`config.mk`:
```
export PLATFORM = sky130hd
export DESIGN_NAME = bsrs_cell
export DESIGN_NICKNAME = d
export VERILOG_FILES = /design/src/rtl/core/assert_macros.svh /design/src/rtl/core/bsrs_pkg.sv /design/src/rtl/core/bsrs_cell.sv
export SDC_FILE = /design/constraint.sdc
export NUM_CORES = 1
export LEC_CHECK = 0
export BUFFER_PORTS_ARGS = -buffer_cell sky130_fd_sc_hd__clkbuf_2
export CAP_MARGIN = 5
export CELL_PAD_IN_SITES_DETAIL_PLACEMENT = 1
export CELL_PAD_IN_SITES_GLOBAL_PLACEMENT = 1
export CORE_MARGIN = 2
export CORE_UTILIZATION = 37
export DETAILED_ROUTE_END_ITERATION = 8
export PLACE_DENSITY = 0.84
export SETUP_SLACK_MARGIN = 0.3
export SYNTH_ARGS = -nofsm -noshare
export SYNTH_HDL_FRONTEND = slang
export SYNTH_SLANG_ARGS = --single-unit
```
`constraint.sdc`:
```
create_clock -name clk -period 6 [get_ports clk]
set_input_delay 0.6 -clock clk [delete_from_list [all_inputs] [get_ports clk]]
set_output_delay 0.6 -clock clk [all_outputs]
set_load 0.02 [all_outputs]
```
`src/rtl/core/assert_macros.svh`:
```
// Assertion macros shared by the bounded set RTL.
// Depends on nothing; included by bounded_set_with_rank_select, which checks itself.
`ifndef ASSERT_MACROS_SVH
`define ASSERT_MACROS_SVH

// Check a property on every clock edge outside reset.
`define BSRS_ASSERT(lbl, clk, rst_n, prop) \
  lbl: assert property (@(posedge clk) disable iff (!rst_n) (prop)) else $error("%m failed");

// Check that a condition implies another in the next cycle.
`define BSRS_ASSERT_NEXT(lbl, clk, rst_n, cond, nxt) \
  lbl: assert property (@(posedge clk) disable iff (!rst_n) (cond) |=> (nxt)) else $error("%m failed");

`endif

```
`src/rtl/core/bsrs_pkg.sv`:
```
// Package for the bounded set with rank select: command codes, words, token control.
// Depends on nothing.
`default_nettype none
package bsrs_pkg;

  localparam int MAX_ENTRIES_DEF = 32;
  localparam int KEY_BITS_DEF    = 32;
  localparam int KEY_W           = 32;
  localparam int RANK_W          = 5;
  localparam int COUNT_W         = 6;

  typedef enum logic [1:0] {
    CMD_INSERT   = 2'd0,
    CMD_ERASE    = 2'd1,
    CMD_CONTAINS = 2'd2,
    CMD_GET      = 2'd3
  } cmd_t;

  typedef struct packed {
    cmd_t                cmd;
    logic [KEY_W-1:0]    key;
    logic [RANK_W-1:0]   rank;
  } in_word_t;

  typedef struct packed {
    logic                ok;
    logic [KEY_W-1:0]    item;
    logic [COUNT_W-1:0]  count;
  } out_word_t;

  typedef struct packed {
    logic vld;
    cmd_t cmd;
    logic hit;
    logic act;
    logic done;
  } tok_ctl_t;

endpackage
`default_nettype wire

```
`src/rtl/core/bsrs_cell.sv`:
```
// One cell of the sorted chain: holds one key and passes the command token on.
// Depends on bsrs_pkg.
`default_nettype none
module bsrs_cell #(
  parameter int KW  = 32,
  parameter int CW  = 6,
  parameter int IDX = 0
) (
  input  wire logic                      clk,
  input  wire logic                      rst_n,
  input  wire logic [CW-1:0]             cnt,
  input  wire logic [KW-1:0]             nbr_ent,
  input  wire bsrs_pkg::tok_ctl_t        ctl_in,
  input  wire logic [KW-1:0]             key_in,
  input  wire logic [bsrs_pkg::RANK_W-1:0] rank_in,
  input  wire logic [KW-1:0]             item_in,
  output bsrs_pkg::tok_ctl_t             ctl_out,
  output logic [KW-1:0]                  key_out,
  output logic [bsrs_pkg::RANK_W-1:0]    rank_out,
  output logic [KW-1:0]                  item_out,
  output logic [KW-1:0]                  ent
);
  import bsrs_pkg::*;

  logic [KW-1:0]     ent_r, ent_nxt;
  tok_ctl_t          ctl_r, ctl_nxt;
  logic [KW-1:0]     key_r, item_r, item_nxt;
  logic [RANK_W-1:0] rank_r;
  logic              live, at_end, rank_hit;

  assign live     = 32'(cnt) > 32'(IDX);
  assign at_end   = 32'(cnt) == 32'(IDX);
  assign rank_hit = 32'(rank_in) == 32'(IDX);

  always_comb begin
    ent_nxt  = ent_r;
    ctl_nxt  = ctl_in;
    item_nxt = item_in;
    if (ctl_in.vld) begin
      unique case (ctl_in.cmd)
        CMD_INSERT: begin
          if (live) begin
            if (ctl_in.act) begin
              ent_nxt  = item_in;
              item_nxt = ent_r;
            end else if (!ctl_in.hit && !ctl_in.done) begin
              if (ent_r == key_in) begin
                ctl_nxt.hit = 1'b1;
              end else if (ent_r < key_in) begin
                ent_nxt      = key_in;
                item_nxt     = ent_r;
                ctl_nxt.act  = 1'b1;
                ctl_nxt.done = 1'b1;
              end
            end
          end else if (at_end) begin
            if (ctl_in.act) begin
              ent_nxt     = item_in;
              ctl_nxt.act = 1'b0;
            end else if (!ctl_in.hit && !ctl_in.done) begin
              ent_nxt      = key_in;
              ctl_nxt.done = 1'b1;
            end
          end
        end
        CMD_ERASE: begin
          if (live && (ctl_in.act || ent_r == key_in)) begin
            ent_nxt     = nbr_ent;
            ctl_nxt.act = 1'b1;
            ctl_nxt.hit = 1'b1;
          end
        end
        CMD_CONTAINS: begin
          if (live && ent_r == key_in) begin
            ctl_nxt.hit = 1'b1;
          end
        end
        CMD_GET: begin
          if (live && rank_hit) begin
            ctl_nxt.hit = 1'b1;
            item_nxt    = ent_r;
          end
        end
      endcase
    end
  end

  always_ff @(posedge clk) begin
    if (!rst_n) begin
      ctl_r <= '0;
    end else begin
      ctl_r <= ctl_nxt;
    end
  end

  always_ff @(posedge clk) begin
    ent_r  <= ent_nxt;
    key_r  <= key_in;
    rank_r <= rank_in;
    item_r <= item_nxt;
  end

  assign ctl_out  = ctl_r;
  assign key_out  = key_r;
  assign rank_out = rank_r;
  assign item_out = item_r;
  assign ent      = ent_r;

endmodule
`default_nettype wire

```
Word-level counts from Yosys, hierarchy flattened
Index checks and enable logic that the tools add are counted.
{"block": "totals", "register_bits": 107, "in_bits": 115, "word_cells": 68}
{"block": "classes", "mux": 35, "eq_ne": 10, "n_lt_le_gt_ge": 2, "n_reduce_logical": 12}
{"cell": "32-bit 2-to-1 mux", "n": 16}
{"cell": "32-bit one-hot mux with 2 select lines", "n": 2}
{"cell": "32-bit == test", "n": 1}
{"cell": "32-bit less-than comparator", "n": 1}
{"cell": "4-bit inequality test, second input constant", "n": 4}
{"cell": "2-bit 2-to-1 mux", "n": 5}
{"cell": "3-bit 2-to-1 mux", "n": 3}
{"cell": "8-bit AND reduction", "n": 1}
{"cell": "1-bit 2-to-1 mux", "n": 7}
{"cell": "6-bit by 1-bit > comparator with 1-bit output, second input constant", "n": 1}
{"cell": "6-bit logical NOT", "n": 1}
{"cell": "5-bit logical NOT", "n": 1}
{"cell": "2-bit == test, second input constant", "n": 2}
{"cell": "1-bit logical AND", "n": 4}
{"cell": "1-bit one-hot mux with 4 select lines", "n": 1}
{"cell": "3-bit inequality test, second input constant", "n": 1}
{"cell": "2-bit by 1-bit == test with 1-bit output, second input constant", "n": 1}
{"cell": "1-bit logical NOT", "n": 2}
{"cell": "2-bit logical NOT", "n": 1}
{"cell": "2-bit inequality test, second input constant", "n": 1}
{"cell": "1-bit one-hot mux with 2 select lines", "n": 1}
{"cell": "2-bit nonzero test", "n": 1}
{"cell": "1-bit logical OR", "n": 1}

Longest topological paths before layout
Gate-level depths: netlist of run 1.
{"block": "logic_depth", "word_depth": 8, "mapped_depth": 11}

Least setup slack after synthesis of run 1
OpenSTA, ideal clock, no wires.
{"block": "synth_timing", "path_type": "input-to-reg", "from": "in key_in[14]", "to": "reg ent_r[0], in the netlist ent[0], enable pin", "path_stages": 10, "setup_slack_ns": 1.573, "required_ns": 5.559, "arrival_ns": 3.986, "setup_time_ns": 0.441, "n_path_buf": 2, "cell_sequence": "inv_1 -> ha_1 -> a21oi_1 -> nand2_1 -> a221o_1 -> o31a_1 -> or3_1 -> buf_6 -> buf_6 -> a31oi_1"}
{"block": "synth_via", "elab_chain_cells": 5}
{"element": "from (decl)", "line": "bsrs_cell.sv:14", "text": "input wire logic [KW-1:0] key_in,"}
{"element": "parallel branches: the longest is 4 deep, another holds 32-bit less-than comparator"}
{"element": "8-bit AND reduction (no source line) (*)"}
{"element": "to (signal assigned)", "line": "bsrs_cell.sv:97", "text": "ent_r <= ent_nxt;"}
{"element": "to (decl)", "line": "bsrs_cell.sv:25", "text": "logic [KW-1:0] ent_r, ent_nxt;"}
Mark *: on every way between the ends.
A chain may end at the register's enable or synchronous reset.

Final worst setup path of run 1
{"block": "layout_timing", "from": "reg ent_r[5], in the netlist ent[5]", "to": "reg ent_r[9], in the netlist ent[9], enable pin"}
{"block": "layout_via", "elab_chain_cells": 5}
{"element": "parallel branches: the longest is 4 deep, another holds 32-bit less-than comparator"}
{"element": "8-bit AND reduction (no source line) (*)"}
Marked as above.

==> flow_metrics.tcl, run 1 <==
set metrics [dict create \
    outcome "completed" \
    antenna_found_initial 0 \
    setup_ws_ns 1.85 \
    tns_ns 0 \
    overflow 0 \
    whs_path_depth 1 \
    finalMaxSlewViolations 0 \
    crit_family "compound AO/OA/AOI/OAI gates" \
    drt_first_pass_iters 4 \
    p_comb_frac 0.227 \
    cts_resized 0 \
    crit_path_max_fanout 34 \
    syn_to_final_growth_pct 26.4 \
    setup_violations 0 \
    cts_htree_levels 3 \
    cts-root-buf "clkbuf_16" \
    wl_per_cell_um 19.6 \
    rr_startpoint "ent[5]" \
    p_int_mw 1.25 \
    max_freq_mhz 241 \
    setup.worst_path.class "reg -> reg" \
    r2r_cells 7 \
    syn_area_per_cell_um2 9.74 \
    vias_per_cell 5.44 \
    startpoint_type "register" \
    grt_first_pass_wirelength_um 30000 \
    worstPathRequired_ns 5.97 \
    p_per_area_nw_per_um2 243 \
    place_congestion 0.770 \
    finClkSkew_ns 0.00496 \
    grt_max_degree 69 \
    reg2reg_slack_ns 1.85 \
    holdPathEnd "rank_out[0]" \
    endpoint_kind "register" \
    synthFlopType "dfxtp_1" \
    irDropWorstVdd_uv 126 \
    crit_arrival_ns 4.12 \
    path_depth 7 \
    yosys-top-cells-area "dfxtp_1 26%, edfxtp_1 16%, mux2i_1 11%, o21ai_0 8.7%, ha_1 7.7%" \
    numCtsBuffers 9 \
    power.share.switching 0.304 \
    vias 5518 \
    synth_top_area_cell "dfxtp_1" \
    clkLatencyLatePin_ns 0.35 \
    placed_cell_area_um2 7110 \
    core-area_um2 15300 \
    drt_iter0_markers 329 \
    clk_pin_slew_ns 0.07 \
    final_cell_area_um2 7380 \
    p_clk_frac 0.312 \
    antennaDiodeCount 0 \
    routed_wl_um 19800 \
    max_cap_viol_count 0 \
    holdCritStartpoint "rank_in[0]" \
    synth_seq_cells 107 \
    synth_enable_flop_cells 32 \
    die_h_um 130 \
    rsz0062_at_grt "no" \
    holdBufCountCts 0 \
    fin_cells 1014 \
    syn_nets 750 \
    synthCells 599 \
    max_stage_delay_ns 1.08 \
    synthArstFlopShare 0 \
    post-route-util 0.482 \
    grt_usage 0.232 \
    ys_seq_area_frac 0.422 \
    synth_area_um2 5840 \
    finalHoldViolations 0 \
    cp_num_buf_inv 0 \
    ant_nets 0 \
    cts_tree "done" \
    p_seq_frac 0.461 \
    fin_crit_ns 4.15 \
    pre_cts_ws_ns 1.57 \
    die_area_um2 16800 \
    synth_top_area_share 0.257 \
    start_util 0.381 \
    clock_sinks 107 \
    layout-drive-gt1-share 0.315 \
    r2r_end "ent[9]" \
    clockBufferDepth 2 \
    synthDistinctLibCells 38 \
    p_sw_mw 0.545 \
    cts_setup_buffers 0 \
    cpMaxStageDelayCell "a31oi_4" \
    tightest_slew_ns 1.22 \
    std_cell_rows 45 \
    period_share 0.692 \
    fin_nets 949 \
    die_w_um 130 \
    n_fill_cell 1844 \
    hpwlAfterDp_um 14000 \
    yosys_warnings 0 \
    hp-class "in -> reg" \
    io_buffers 221 \
    drt_drc_violations_left 0 \
    crit_chain "ha_1, a21oi_1, o21ai_1, a221o_1, o31a_1, or3_2, a31oi_4" \
    grt_pass1_vias 5604 \
    placed_cells 998 \
    slew_headroom 0.189 \
    p_leak_nw 3.24 \
    ios 222 \
]
[sequential cells by signal, indices dropped and copies added, names as in the netlist]
name      flops
ent          32
item_out     32
key_out      32
ctl_out       6
rank_out      5
[power groups by stage]
stage | clock, mW | sequential, mW | combinational, mW
floorplan | 0 | 0.905 | 0.176
global placement | 0 | 0.841 | 0.395
detailed placement | 0 | 0.843 | 0.408
CTS | 0.575 | 0.827 | 0.409
global route | 0.606 | 0.832 | 0.442
finish | 0.560 | 0.827 | 0.407
[cells in the mapped netlist, types with 5 or more instances]
master	count
o221a_1	28
o22a_1	32
clkbuf_1	26
dfxtp_1	75
and2_1	7
edfxtp_1	32
inv_1	37
nand4_1	8
nor4_1	6
o21ai_0	102
nor2_1	5
nand2b_1	32
mux2i_1	64
nand2_1	45
buf_2	7
a21oi_1	16
ha_1	36
[worst max-delay path by stage]
stage	start	end	slack (ns)
floorplan	key_in[14]	ent[0]	1.57
global placement	key_in[5]	ent[15]	1.66
detailed placement	key_in[5]	ent[19]	1.57
CTS	ent[5]	ent[19]	1.79
global route	ent[5]	ent[8]	1.62
finish	ent[5]	ent[9]	1.85
[layer usage]
| layer | track usage | part of all wire | up-vias |
|---|---|---|---|
| li1 | - | - | 2621 |
| met1 | 0.285 | 0.43 | 2687 |
| met2 | 0.415 | 0.49 | 192 |
| met3 | 0.0417 | 0.065 | 18 |
| met4 | 0.0670 | 0.013 | 0 |
| met5 | 0 | 0 | - |
[cell usage in the layout, fill, tap and decap left out, types with 4 or more instances in the layout]
cell type and n:
clkbuf_2 221, o21ai_0 102, dfxtp_1 75, mux2i_1 64
nand2_1 45, inv_1 37, ha_1 35, o22a_1 32
nand2b_1 32, edfxtp_1 32, o221a_1 28, a21oi_1 16
clkbuf_16 9, nand4_1 8, and2_1 7, buf_4 7
nor4_1 6, nor2_1 5, nand3_1 4, o211ai_1 4
o221a_2 4, clkinv_2 4
[area by class of cell]
cell class / count / area (µm²) / share of cell area
clock buffers: 10 / 239 / 0.0324
repair buffers: 228 / 1160 / 0.157
well taps: 211 / 264 / 0.0358
inverters: 37 / 139 / 0.0188
flip-flops and latches: 107 / 2460 / 0.334
multi-input cells: 415 / 3080 / 0.418
clock inverters: 6 / 31.3 / 0.00424
[cells by family after synthesis]
group	Yosys count	share of synthesized area
AO/OA/AOI/OAI	198	0.232
adder cells (fa/ha/maj)	36	0.0772
multiplexers	64	0.110
buffers and inverters	77	0.0562
flip-flops	107	0.422
AND/OR/NAND/NOR	117	0.102
[through the flow]
| stage | total power, mW | hold WS (ns) |
|---|---|---|
| floorplan | 1.08 | 0.628 |
| global placement | 1.24 | 0.716 |
| detailed placement | 1.25 | 0.719 |
| CTS | 1.81 | 0.353 |
| global route | 1.88 | 0.354 |
| finish | 1.79 | 0.362 |
(Power assumes the default switching activity.)
==> run 2, diff against run 1 <==
==> constraint.sdc (replaced) <==
create_clock -name clk -period 4.2 [get_ports clk]
set_input_delay 0.42 -clock clk [delete_from_list [all_inputs] [get_ports clk]]
set_output_delay 0.42 -clock clk [all_outputs]
set_load 0.02 [all_outputs]
==> run 2 against run 1 <==
Compared with the run above: via count increased by 0.56%; cell area up 0.22%; die area unchanged; combinational power grew 42%; utilization rose by 0.11 points; global-route usage increased by 0.60 points; non-clock buffer count grew 2; sequential share of layout area decreased by 0.073 points; fmax is 25% higher; critical path type unchanged; largest cell class unchanged; largest power group unchanged.
==> flow_metrics.tcl, run 2 (synthesis results as in run 1) <==
set metrics [dict create \
    outcome "completed" \
    fin_nets 951 \
    setup_ws_ns 0.865 \
    antenna_found_initial 0 \
    startpoint_type "register" \
    register_area_um2 2460 \
    max_cap_viol_count 0 \
    max_freq_mhz 300 \
    core-area_um2 15300 \
    die_h_um 130 \
    clkLatencyLatePin_ns 0.36 \
    p_leak_nw 3.25 \
    hp-class "in -> reg" \
    die_w_um 130 \
    final_cell_mix "221 x clkbuf_2, 102 x o21ai_0, 75 x dfxtp_1" \
    endpoint_kind "register" \
    vias 5549 \
    setup.worst_path.class "reg -> reg" \
    drt_drc_violations_left 0 \
    final_common_cell "clkbuf_2" \
    std_cell_rows 45 \
    p_per_area_nw_per_um2 349 \
    ant_nets 0 \
    numCtsBuffers 9 \
    fin_crit_ns 3.33 \
    tightest_slew_ns 1.23 \
    n_fill_cell 1876 \
    cts_resized 0 \
    vias_per_cell 5.46 \
    period_share 0.794 \
    finClkSkew_ns 0.0114 \
    crit_path_max_fanout 23 \
    antennaDiodeCount 0 \
    finalHoldViolations 0 \
    wl_per_cell_um 19.8 \
    hpwlAfterDp_um 13900 \
    io_buffers 221 \
    overflow 0 \
    finalMaxSlewViolations 0 \
    syn_to_final_growth_pct 26.7 \
    clockBufferDepth 2 \
    drt_iter0_markers 288 \
    grt_usage 0.238 \
    layout-drive-gt1-share 0.317 \
    place_congestion 0.797 \
    grt_pass1_vias 5738 \
    rsz0062_at_grt "no" \
    multiInputGateArea_um2 3080 \
    crit_arrival_ns 3.59 \
    clock_sinks 107 \
    grt_first_pass_wirelength_um 30600 \
    pre_cts_ws_ns 0.804 \
    cts_htree_levels 3 \
    grt_max_degree 68 \
    worstPathRequired_ns 4.45 \
    cts-root-buf "clkbuf_16" \
    clk_pin_slew_ns 0.08 \
    die_area_um2 16800 \
    start_util 0.381 \
    slew_headroom 0.179 \
    setup_violations 0 \
    cts_setup_buffers 0 \
    tns_ns 0 \
    ios 222 \
    irDropWorstVdd_uv 216 \
    cts_tree "done" \
    holdBufCountCts 0 \
    routed_wl_um 20100 \
    drt_first_pass_iters 4 \
]
[run 2: changes by cell type in the layout (fill, tap and decap cells not counted), moves of 2 or more]
cell	delta
clkinv_4	+2
buf_4	+2
inv_4	+2
clkbuf_1	+2
clkinv_2	-4
[run 2: cell type report]
| type | instances | share of cell area |
|---|---|---|
| multi-input cells | 415 | 0.417 |
| flip-flops and latches | 107 | 0.333 |
| repair buffers | 230 | 0.159 |
| well taps | 211 | 0.0357 |
| clock buffers | 11 | 0.0315 |
| inverters | 37 | 0.0188 |
| clock inverters | 5 | 0.00508 |
[run 2: where the power goes]
part / internal [mW] / switching [mW] / total (mW)
clock network: 0.407 / 0.410 / 0.816
logic: 0.225 / 0.353 / 0.578
registers: 1.15 / 0.0381 / 1.18
[run 2: critical path: stages, from the launching register on]
cell and delay (ns):
edfxtp_1 0.48, ha_1 0.35, a21oi_1 0.16, o21ai_1 0.12
a221o_1 0.34, o31a_1 0.34, or3_2 0.65, buf_4 0.32
o22a_1 0.24, o221a_1 0.21
[run 2: path summary, 6_finish.rpt]
kind | start | endpoint | slack, ns | cells past startpoint
setup / recovery | ent[7] | item_out[11] | 0.87 | 9
hold / removal | rank_in[2] | rank_out[2] | 0.17 | 1
setup reg to reg | ent[7] | item_out[11] | 0.87 | 9
hold reg to reg | ent[23] | item_out[23] | 0.76 | 2
[run 2: layer usage]
layer	wire length [µm]	vias to the layer above	global-route usage
li1	-	2620	-
met1	8470	2712	0.284
met2	9930	199	0.419
met3	1450	18	0.0702
met4	289	0	0.0639
met5	0	-	0
[run 2: through the flow]
| stage | hold WS [ns] | instances | total power [mW] | instance area [µm²] | utilization |
|---|---|---|---|---|---|
| floorplan | 0.448 | 599 | 1.54 | 5840 | - |
| global placement | 0.536 | 1000 | 1.77 | 7120 | 0.465 |
| detailed placement | 0.539 | 1000 | 1.79 | 7120 | 0.465 |
| CTS | 0.156 | 1016 | 2.61 | 7390 | 0.483 |
| global route | 0.163 | 1016 | 2.70 | 7390 | 0.483 |
| finish | 0.174 | 1016 | 2.58 | 7390 | 0.483 |
==> run 3, diff against run 2 <==
--- a/config.mk
+++ b/config.mk
@@ -5,14 +5,15 @@
 export SDC_FILE = /design/constraint.sdc
 export NUM_CORES = 1
 export LEC_CHECK = 0
+export ABC_AREA = 1
 export BUFFER_PORTS_ARGS = -buffer_cell sky130_fd_sc_hd__clkbuf_2
 export CAP_MARGIN = 5
 export CELL_PAD_IN_SITES_DETAIL_PLACEMENT = 1
 export CELL_PAD_IN_SITES_GLOBAL_PLACEMENT = 1
 export CORE_MARGIN = 2
-export CORE_UTILIZATION = 37
+export CORE_UTILIZATION = 36
 export DETAILED_ROUTE_END_ITERATION = 8
-export PLACE_DENSITY = 0.84
+export PLACE_DENSITY = 0.83
 export SETUP_SLACK_MARGIN = 0.3
 export SYNTH_ARGS = -nofsm -noshare
 export SYNTH_HDL_FRONTEND = slang
==> constraint.sdc (replaced) <==
create_clock -name clk -period 3.1 [get_ports clk]
set_input_delay 0.31 -clock clk [delete_from_list [all_inputs] [get_ports clk]]
set_output_delay 0.31 -clock clk [all_outputs]
set_load 0.02 [all_outputs]
==> run 3 against run 2 <==
Compared with the run above: die area is 15% higher; non-clock buffer count rose by 5; sequential power grew 36%; largest cell class unchanged; critical endpoint is now ent[12]; worst setup slack got worse by 0.46 ns; first-iteration DRC count is 16% lower.
==> flow_metrics.tcl, run 3 <==
set metrics [dict create \
    outcome "completed" \
    grt_usage 0.224 \
    p_per_area_nw_per_um2 461 \
    synth_top_family_by_area "simple AND/OR/NAND/NOR gates" \
    placed_cells 1266 \
    die_w_um 139 \
    synthFlopType "dfxtp_1" \
    fin_cells 1282 \
    layout-drive-gt1-share 0.343 \
    clock_sinks 107 \
    rsz0062_at_grt "yes" \
    hpwlAfterDp_um 15800 \
    cts_htree_levels 3 \
    numCtsBuffers 9 \
    cts_resized 0 \
    synthMuxAreaShare 0 \
    synth_top_area_cell "dfxtp_1" \
    drt_drc_violations_left 0 \
    reg2reg_slack_ns 0.40 \
    syn_to_final_growth_pct 24.5 \
    yosysMostFrequentCell "inv_1" \
    finalMaxSlewViolations 0 \
    r2r_end "ent[12]" \
    synth_xor_area_frac 0 \
    whs_path_depth 1 \
    synthTopCellsByCount "150 x inv_1, 121 x nand2_1, 80 x nor2_1" \
    yosys_warnings 0 \
    cp_num_buf_inv 1 \
    max_stage_delay_ns 0.46 \
    synth_top_area_share 0.230 \
    hp-class "in -> reg" \
    rr_startpoint "ent[19]" \
    tns_ns 0 \
    ys_seq_area_frac 0.377 \
    die_h_um 139 \
    vias 6347 \
    routed_wl_um 21600 \
    synthDistinctLibCells 33 \
    finClkSkew_ns 0.00792 \
    clockBufferDepth 2 \
    p_leak_nw 4.37 \
    setup.worst_path.class "reg -> reg" \
    endpoint_kind "register" \
    period_share 0.870 \
    synth_simple_gate_area_share 0.265 \
    synth_adder_area_share 0.0689 \
    slew_headroom 0.512 \
    startpoint_type "register" \
    fin_crit_ns 2.70 \
    holdBufCountCts 0 \
    io_buffers 221 \
    die_area_um2 19300 \
    clk_pin_slew_ns 0.08 \
    crit_path_max_fanout 16 \
    final_common_cell "clkbuf_2" \
    drt_first_pass_iters 4 \
    clkLatencyLatePin_ns 0.37 \
    place_congestion 0.779 \
    antennaDiodeCount 0 \
    max_cap_viol_count 0 \
    worstPathRequired_ns 3.15 \
    crit_chain "ha_1, nand2_1, nor2_1, nand2_2, nor2_4, nand2_2, nand2_1, nand2_1, nand2_1, o2111ai_1, a31oi_4, buf_4" \
    holdPathEnd "rank_out[3]" \
    r2r_cells 12 \
    yosys-top-cells-area "dfxtp_1 23%, edfxtp_1 15%, inv_1 8.6%, nand2_1 6.9%, ha_1 6.9%" \
    cts-root-buf "clkbuf_16" \
    finalHoldViolations 0 \
    synth_enable_flop_cells 32 \
    std_cell_rows 49 \
    holdCritStartpoint "rank_in[3]" \
    synth_seq_cells 107 \
    start_util 0.365 \
    grt_max_degree 65 \
    cpMaxStageDelayCell "edfxtp_1" \
    irDropWorstVdd_uv 276 \
    synthArstFlopShare 0 \
    tightest_slew_ns 0.731 \
    syn_nets 995 \
    post-route-util 0.455 \
    synth_area_um2 6540 \
    setup_violations 0 \
    antenna_found_initial 0 \
    crit_arrival_ns 2.75 \
    ios 222 \
    synthCells 844 \
    ant_nets 0 \
    syn_area_per_cell_um2 7.74 \
    cts_setup_buffers 0 \
    drt_iter0_markers 243 \
    cpMostUsedCell "nand2_1" \
    core-area_um2 17900 \
    fin_nets 1199 \
    crit_family "simple AND/OR/NAND/NOR gates" \
    grt_first_pass_wirelength_um 34700 \
    final_cell_mix "221 x clkbuf_2, 150 x inv_1, 121 x nand2_1" \
    cts_tree "done" \
    vias_per_cell 4.95 \
    wl_per_cell_um 16.9 \
    overflow 0 \
    max_freq_mhz 371 \
    path_depth 12 \
    synth_compound_area_frac 0.164 \
    grt_pass1_vias 6609 \
]
run 3: cell count changes in the layout (fill, tap and decap cells not counted), moves of 30 or more:
| cell | before | now |
|---|---|---|
| inv_1 | 37 | 150 |
| nand2_1 | 45 | 121 |
| nor2_1 | 5 | 79 |
| o21ai_0 | 102 | 37 |
| mux2i_1 | 64 | 0 |
| a21oi_1 | 16 | 79 |
| nand3_1 | 4 | 42 |
| nand2b_1 | 32 | 0 |
| o22a_1 | 32 | 0 |
| a21oi_2 | 0 | 30 |
| nand2_4 | 0 | 30 |
run 3: worst max path at each step:
stage,start,to
3_3_place_gp,ent[7],ent[9]
5_1_grt,ent[18],ent[12]
6_report,ent[19],ent[12]
3_5_place_dp,ent[7],ent[16]
4_1_cts,ent[19],ent[2]
2_1_floorplan,ent[23],ent[0]
run 3: power breakdown:
part | total (mW) | internal [mW] | switching (mW) | leakage (nW)
Sequential | 1.61 | 1.55 | 0.0569 | 0.928
Combinational | 0.901 | 0.312 | 0.589 | 3.29
Clock | 1.24 | 0.651 | 0.587 | 0.147
Total | 3.75 | 2.52 | 1.23 | 4.37
run 3: area by class of cell:
| class | count | area, µm² |
|---|---|---|
| fillers | 2293 | 9770 |
| well taps | 229 | 287 |
| flip-flops and latches | 107 | 2460 |
| multi-input cells | 540 | 3280 |
| clock inverters | 6 | 63.8 |
| repair buffers | 235 | 1220 |
| clock buffers | 10 | 239 |
| inverters | 155 | 582 |
run 3: logic make-up after synthesis:
family	count (synthesis)
simple gates	318
compound gates	186
buf+inv	197
fa+ha+maj	36
flops	107
run 3: through the flow:
stage | hold slack (ns) | setup slack, ns | total power, mW | cell area, µm²
after floorplan | 0.338 | 0.454 | 2.21 | 6550
after global placement | 0.431 | 0.589 | 2.51 | 7830
after detailed placement | 0.430 | 0.500 | 2.55 | 7830
after CTS | 0.0479 | 0.393 | 3.78 | 8140
after global routing | 0.0559 | 0.252 | 3.92 | 8140
final | 0.0595 | 0.402 | 3.75 | 8140
run 3: metal layers:
metal  wire (µm)  global-route usage
met1        9350               0.276
met2       10900               0.400
met3        1080              0.0407
met4         291              0.0643
met5           0                   0
